--- src/psmb_pkg.sv ---
// ----------------------------------------------------------------------------
// Packed subword memory bank: shared package
// Payload types, action and status codes, and controller/datapath interface
// structs shared by every file of the bank.
// ----------------------------------------------------------------------------
package psmb_pkg;

    // Default bank depth in words.
    localparam int DEPTH_DEF = 4096;

    // Fixed field widths.
    localparam int WORD_W     = 32;
    localparam int IDX_W      = 18;
    localparam int SIZE_OUT_W = 13;
    localparam int CFG_W      = 13;

    // Largest supported subword width code (16 bits).
    localparam logic [2:0] MAX_WIDTH_CODE = 3'd4;

    // Configuration register indexes.
    localparam logic CFG_AUTO_GROW = 1'b0;
    localparam logic CFG_INIT_SIZE = 1'b1;

    // Requested action.
    typedef enum logic [2:0] {
        ACT_RD_WORD = 3'd0,
        ACT_WR_WORD = 3'd1,
        ACT_RD_SUB  = 3'd2,
        ACT_WR_SUB  = 3'd3,
        ACT_FILL    = 3'd4,
        ACT_RESIZE  = 3'd5,
        ACT_INIT    = 3'd6,
        ACT_UNUSED  = 3'd7
    } t_action;

    // Result status.
    typedef enum logic [2:0] {
        ST_OK       = 3'd0,
        ST_RANGE    = 3'd1,
        ST_ORDER    = 3'd2,
        ST_FILL_END = 3'd3,
        ST_WIDE     = 3'd4,
        ST_CAPACITY = 3'd5,
        ST_WIDTH    = 3'd6
    } t_status;

    // One input beat.
    typedef struct packed {
        t_action                   action;
        logic [IDX_W-1:0]          index;
        logic [IDX_W-1:0]          range_end;
        logic signed [WORD_W-1:0]  write_value;
        logic [2:0]                width_code;
    } t_item;

    // One result beat.
    typedef struct packed {
        logic signed [WORD_W-1:0]  read_data;
        logic [SIZE_OUT_W-1:0]     current_size;
        t_status                   status;
    } t_result;

    // Commands from the controller to the datapath.
    typedef struct packed {
        logic load;     // capture the input item
        logic commit;   // apply size change, word write, walk setup
        logic second;   // read data is back: subword merge or read result
        logic walk;     // write one word of the current walk
        logic finish;   // capture the result
    } t_dp_cmd;

    // Status from the datapath to the controller.
    typedef struct packed {
        t_action action;
        logic    ok;
        logic    walk_go;
        logic    walk_last;
    } t_dp_stat;

    // Value mask of a subword of width 1 << code bits.
    function automatic logic [WORD_W-1:0] sub_mask(input logic [2:0] code);
        logic [WORD_W-1:0] m;
        case (code)
            3'd0:    m = 32'h0000_0001;
            3'd1:    m = 32'h0000_0003;
            3'd2:    m = 32'h0000_000F;
            3'd3:    m = 32'h0000_00FF;
            3'd4:    m = 32'h0000_FFFF;
            default: m = 32'h0000_0000;
        endcase
        return m;
    endfunction

endpackage

--- src/psmb_ctrl.sv ---
// ----------------------------------------------------------------------------
// Packed subword memory bank: controller
// Sequences the clearing pass after reset, evaluation, the read and
// read-modify-write step, and range walks for fill, shrink and init.
// ----------------------------------------------------------------------------
module psmb_ctrl (
    input  logic                i_clk,
    input  logic                i_rst_n,
    input  logic                start,
    output logic                busy,
    input  psmb_pkg::t_dp_stat  i_stat,
    output psmb_pkg::t_dp_cmd   o_cmd,
    output logic                o_done
);

    typedef enum logic [2:0] {
        S_CLEAR,
        S_IDLE,
        S_EVAL,
        S_READ,
        S_WALK
    } t_state;

    t_state r_state;
    t_state n_state;
    logic   r_done;
    logic   needs_read;

    // Reads and subword writes need the stored word back first.
    assign needs_read = (i_stat.action == psmb_pkg::ACT_RD_WORD) ||
                        (i_stat.action == psmb_pkg::ACT_RD_SUB)  ||
                        (i_stat.action == psmb_pkg::ACT_WR_SUB);

    // Commands and next state.
    always_comb begin
        o_cmd   = '0;
        n_state = r_state;
        case (r_state)
            S_CLEAR: begin
                o_cmd.walk = 1'b1;
                if (i_stat.walk_last) begin
                    n_state = S_IDLE;
                end
            end
            S_IDLE: begin
                if (start) begin
                    o_cmd.load = 1'b1;
                    n_state    = S_EVAL;
                end
            end
            S_EVAL: begin
                o_cmd.commit = 1'b1;
                if (i_stat.ok && needs_read) begin
                    n_state = S_READ;
                end else if (i_stat.ok && i_stat.walk_go) begin
                    n_state = S_WALK;
                end else begin
                    o_cmd.finish = 1'b1;
                    n_state      = S_IDLE;
                end
            end
            S_READ: begin
                o_cmd.second = 1'b1;
                o_cmd.finish = 1'b1;
                n_state      = S_IDLE;
            end
            S_WALK: begin
                o_cmd.walk = 1'b1;
                if (i_stat.walk_last) begin
                    o_cmd.finish = 1'b1;
                    n_state      = S_IDLE;
                end
            end
            default: begin
                n_state = S_IDLE;
            end
        endcase
    end

    // State and result strobe.
    always_ff @(posedge i_clk) begin
        if (!i_rst_n) begin
            r_state <= S_CLEAR;
            r_done  <= 1'b0;
        end else begin
            r_state <= n_state;
            r_done  <= o_cmd.finish;
        end
    end

    assign busy   = (r_state != S_IDLE);
    assign o_done = r_done;

    // An accepted beat makes the block busy in the next cycle.
    a_accept_busy: assert property (@(posedge i_clk) disable iff (!i_rst_n)
        (start && !busy) |=> busy)
        else $error("accepted beat did not raise busy");

    // Results never come in two adjacent cycles.
    a_done_single: assert property (@(posedge i_clk) disable iff (!i_rst_n)
        o_done |=> !o_done)
        else $error("result strobe held for two cycles");

    // A result is shown only once the block is free again.
    a_done_idle: assert property (@(posedge i_clk) disable iff (!i_rst_n)
        o_done |-> !busy)
        else $error("result strobe while busy");

endmodule

--- config.mk ---
export PLATFORM = sky130hd
export DESIGN_NAME = psmb_ctrl
export DESIGN_NICKNAME = d
export VERILOG_FILES = /design/src/psmb_pkg.sv /design/src/psmb_ctrl.sv
export SDC_FILE = /design/constraint.sdc
export NUM_CORES = 1
export LEC_CHECK = 0
export ABC_CLOCK_PERIOD_IN_PS = 1200
export BUFFER_PORTS_ARGS = -buffer_cell sky130_fd_sc_hd__clkbuf_2
export CELL_PAD_IN_SITES_DETAIL_PLACEMENT = 1
export CELL_PAD_IN_SITES_GLOBAL_PLACEMENT = 1
export CORE_AREA = 2 2 39 41
export CTS_CLUSTER_SIZE = 14
export DETAILED_ROUTE_END_ITERATION = 12
export DIE_AREA = 0 0 41 43
export GPL_TIMING_DRIVEN = 0
export PLACE_DENSITY = 0.55
export SYNTH_ARGS = -nofsm -noshare
export SYNTH_HDL_FRONTEND = slang
export SYNTH_SLANG_ARGS = --single-unit
--- constraint.sdc ---
create_clock -name i_clk -period 1.2 [get_ports i_clk]
set_clock_uncertainty 0.1 [all_clocks]
set_input_delay 0.18 -clock i_clk [delete_from_list [all_inputs] [get_ports i_clk]]
set_output_delay 0.18 -clock i_clk [all_outputs]
set_load 0.005 [all_outputs]
### Word-level counts from Yosys, hierarchy flattened

Index checks and enable logic that the tools add are counted.

* register bits after elaboration: 4
* input bits: 9
* output and inout bits: 7
* logic and storage cells: 33

* equal/unequal tests: 9
* mux-type cells: 14
* reductions and logical operators: 8

Operators with widths (count)
* == test 3 x 2 -> 1 bit, second input constant: 4
* two-way mux 3 bit: 4
* one-hot mux 3 bit (3 select lines): 1
* two-way mux 1 bit: 8
* logical NOT 3 bit: 2
* == test 3 x 1 -> 1 bit, second input constant: 1
* == test 3 bit, second input constant: 1
* != test 3 x 1 -> 1 bit, second input constant: 1
* one-hot mux 1 bit (3 select lines): 1
* logical AND 1 bit: 2
* logical OR 1 bit: 2
* != test 2 x 1 -> 1 bit, second input constant: 1
* != test 2 bit, second input constant: 1
* AND reduction 2 bit: 1
* OR reduction 2 bit: 1

### Depth between registers and ports, before layout

* depth in word-level cells: 6
* gate-level depth with buffers: 3
* depth with buffers taken out: 3

### Least setup slack after synthesis

No wires, ideal clock.

* path type: register -> register
* start: register r_state[0]
* end: register r_state[0]
* library setup time: 0.059 ns
* data arrival time: 1.055 ns
* data required time: 1.041 ns
* path slack: -0.013 ns
* stages on the path, launching flop included: 4
* buffers on the path: 0
* clock period less this slack: 1.213 ns
* cell sequence: dfxtp_1 > or3b_4 > nor3b_2 > a31o_1

* longest elaborated chain between the ends: 4
* elaborated cells between the ends (all ways): 9
* classes of those cells: 5 x eq/ne; 1 x mux; 3 x reduce/logical

Ends and longest elaborated chain
* from (decl): RTL line psmb_ctrl.sv:24 `t_state r_state;`
* from (signal assigned): RTL line psmb_ctrl.sv:86 `r_state <= n_state;`
* == test 3 bit or logical NOT 3 bit (tied branches): RTL line psmb_ctrl.sv:38 `case (r_state)`
* OR reduction 2 bit (no line)
* != test 2 x 1 -> 1 bit (no line)
* AND reduction 2 bit (no line)

Several ways; a longest one is shown, not always the timed one.
A chain may end at the register's enable or synchronous reset.

==> impl_metrics.json <==
{
  "synth_nets": 37,
  "max_freq_mhz": 666,
  "avgSynthCellArea_um2": 8.80,
  "grt_overflow_total": 0,
  "place_inst": 59,
  "worstMarginPinSlew_ns": 0.327,
  "cts_tree": "built",
  "r2r_cells": 4,
  "r2r_end": "r_state[0]",
  "layout_common_cells": "clkbuf_2 (14), clkbuf_4 (3), buf_4 (3)",
  "slew_violations": 0,
  "grt_max_degree": 7,
  "num_antenna_cells": 0,
  "min_from": "i_rst_n",
  "min_path_cells": 2,
  "dieArea_um2": 1760,
  "layout_commonest_cell": "clkbuf_2",
  "portBuffers": 15,
  "grt_pass1_wl_mm": 1.10,
  "fin_tns_setup_ns": -1.21,
  "violations": "negative setup slack",
  "die_w_um": 41,
  "critPathMaxStageDelay_ns": 0.41,
  "grt_setup_unrepaired": "yes",
  "track_usage": 0.0992,
  "setup_viol": 8,
  "yosys_warnings": 0,
  "grt_pass1_vias": 280,
  "nets": 60,
  "wl_per_cell_um": 11.8,
  "clock-sinks": 4,
  "status": "finished with violations",
  "arrival_ns": 1.22,
  "crit_type": "flop to primary output",
  "h-tree-depth": 1,
  "viasPerCell": 4.62,
  "maxSlewHeadroom": 0.781,
  "num-fill-cells": 179,
  "ys_seq_area_frac": 0.325,
  "fin_util": 0.299,
  "path_cells": "or3b_4 > nor2_4 > buf_2",
  "netlist_area_um2": 246,
  "grtUsageMet1": 0.0958,
  "post-dp-hpwl_um": 569,
  "worst_path_max_delay_cell": "or3b_4",
  "place_congestion": 0.710,
  "cts_root_buffer": "clkbuf_4",
  "maxCapViolations": 0,
  "hold_class": "input pin to flop",
  "core_area_um2": 1380,
  "met2_usage": 0.141,
  "hold_path_end": "r_state[2]",
  "dieHeight_um": 43,
  "worstSetupEndpointType": "primary output",
  "drt-initial-drc-count": 2,
  "crit_path_start_kind": "flop",
  "drt_wl_total_um": 769,
  "grt_use_met3": 0.0785,
  "post-route-min-period_ns": 1.50,
  "critPathRequiredTime_ns": 0.92,
  "top_usage_layer": "met2",
  "hold_slack_ns": 0.125,
  "cts.clk_slew.worst_paths_ns": 0.04,
  "drc": 0,
  "syn2layout_area_growth_pct": 68.0,
  "peakVddDrop_v": 0.000507,
  "ys_types": 21,
  "start_util": 0.178,
  "insertion_delay_ns": 0.24,
  "fin_cells": 65,
  "cts-hold-fix-buffers": 0,
  "drtAntennaViolNets": 0,
  "p_leak_uw": 0.000192,
  "postSynthCellCount": 28,
  "dr.pass1.iters": 2,
  "r2r_slack_ns": -0.14,
  "drive_gt1_frac": 0.612,
  "grt_antenna_before_repair": 0,
  "yosys_register_bits": 4,
  "power-per-cell-area_nw_per_um2": 971,
  "finalHoldViolCount": 0,
  "setup_ws_ns": -0.300,
  "io_pins": 16,
  "numCtsBuffers": 3,
  "crit_fanout": 6,
  "reg2reg_from": "r_state[0]",
  "num_vias": 300,
  "rows": 14,
  "cts.path.max_buffers": 2,
  "finalCritPeriodShare": 1.25
}
## how the worst max path moves through the flow
stage	slack, ns	cells past startpoint	start	endpoint
2_1_floorplan	0.004	3	r_state[1]	r_state[0]
3_3_place_gp	-0.13	3	r_state[1]	r_state[0]
3_5_place_dp	-0.10	3	r_state[1]	r_state[0]
4_1_cts	-0.32	4	r_state[1]	o_cmd[0]
5_1_grt	-0.36	4	r_state[2]	o_cmd[0]
6_report	-0.30	3	r_state[0]	o_cmd[4]
## power breakdown
| part | leakage, uW | switching (uW) | internal (uW) | total (uW) |
|---|---|---|---|---|
| combinational | 0.000144 | 39.3 | 45.8 | 85.1 |
| sequential | 0.0000344 | 8.27 | 138 | 146 |
| clock | 0.0000138 | 58.8 | 112 | 171 |
| total | 0.000192 | 106 | 296 | 402 |
## worst max-delay path, delay by kind of cell, from the launching register on
kind | cells | cell delay (ns)
simple gates | 2 | 0.50
flops | 1 | 0.37
buf+inv | 1 | 0.11
## flip-flops by register name, summed over array words and instances (netlist names)
name and flops:
r_state 3, o_done 1
## layer usage
| metal | share of wire | vias to the layer above |
|---|---|---|
| li1 | - | 146 |
| met1 | 0.44 | 142 |
| met2 | 0.48 | 10 |
| met3 | 0.066 | 2 |
| met4 | 0.010 | 0 |
| met5 | 0 | - |
## repair_timing
| action | CTS | global route |
|---|---|---|
| resized for setup | 3 | 6 |
| pin swaps | 2 | 1 |
| setup buffers | 1 | 2 |
| endpoints found under the setup margin | 7 | 10 |
| endpoints found under the hold margin | 0 | 0 |
## layout make-up
type                    count  area (um2)  area share
flip-flops and latches      4        88.8       0.215
clock buffers               3        22.5      0.0544
inverters                   2        7.51      0.0181
well taps                  16        20.0      0.0483
repair buffers             18        97.6       0.236
multi-input cells          22         178       0.429
## cell usage after synthesis
cell	number	area share
nor2_1	1	0.015
dfxtp_1	4	0.32
a31oi_1	1	0.025
a31o_1	1	0.036
nand2b_1	1	0.025
a21oi_1	1	0.020
a21boi_1	2	0.061
o21ai_0	1	0.020
o21a_1	1	0.030
a21boi_0	1	0.030
nor3b_1	1	0.030
nand3_1	1	0.020
or3b_4	1	0.046
nor3b_2	2	0.10
nor2b_1	1	0.025
inv_1	2	0.030
nor2_2	1	0.025
o2111ai_1	1	0.036
nand2_1	2	0.030
o211ai_1	1	0.030
and3b_1	1	0.036
## metrics by stage
stage	setup slack (ns)	instance area (um2)	power, uW
after floorplan	0.00381	248	184
after global placement	-0.127	343	220
after detailed placement	-0.103	343	221
after CTS	-0.315	382	408
after global routing	-0.364	414	439
final	-0.300	414	402
## cells by family (layout without fill, tap and decap cells)
group	after synthesis	in the layout	synth area share
buffers and inverters	2	23	0.0305
AOI/OAI and AO/OA	10	10	0.289
DFF	4	4	0.325
and+or+nand+nor	12	12	0.355
Power figures use the tool's default switching activity.
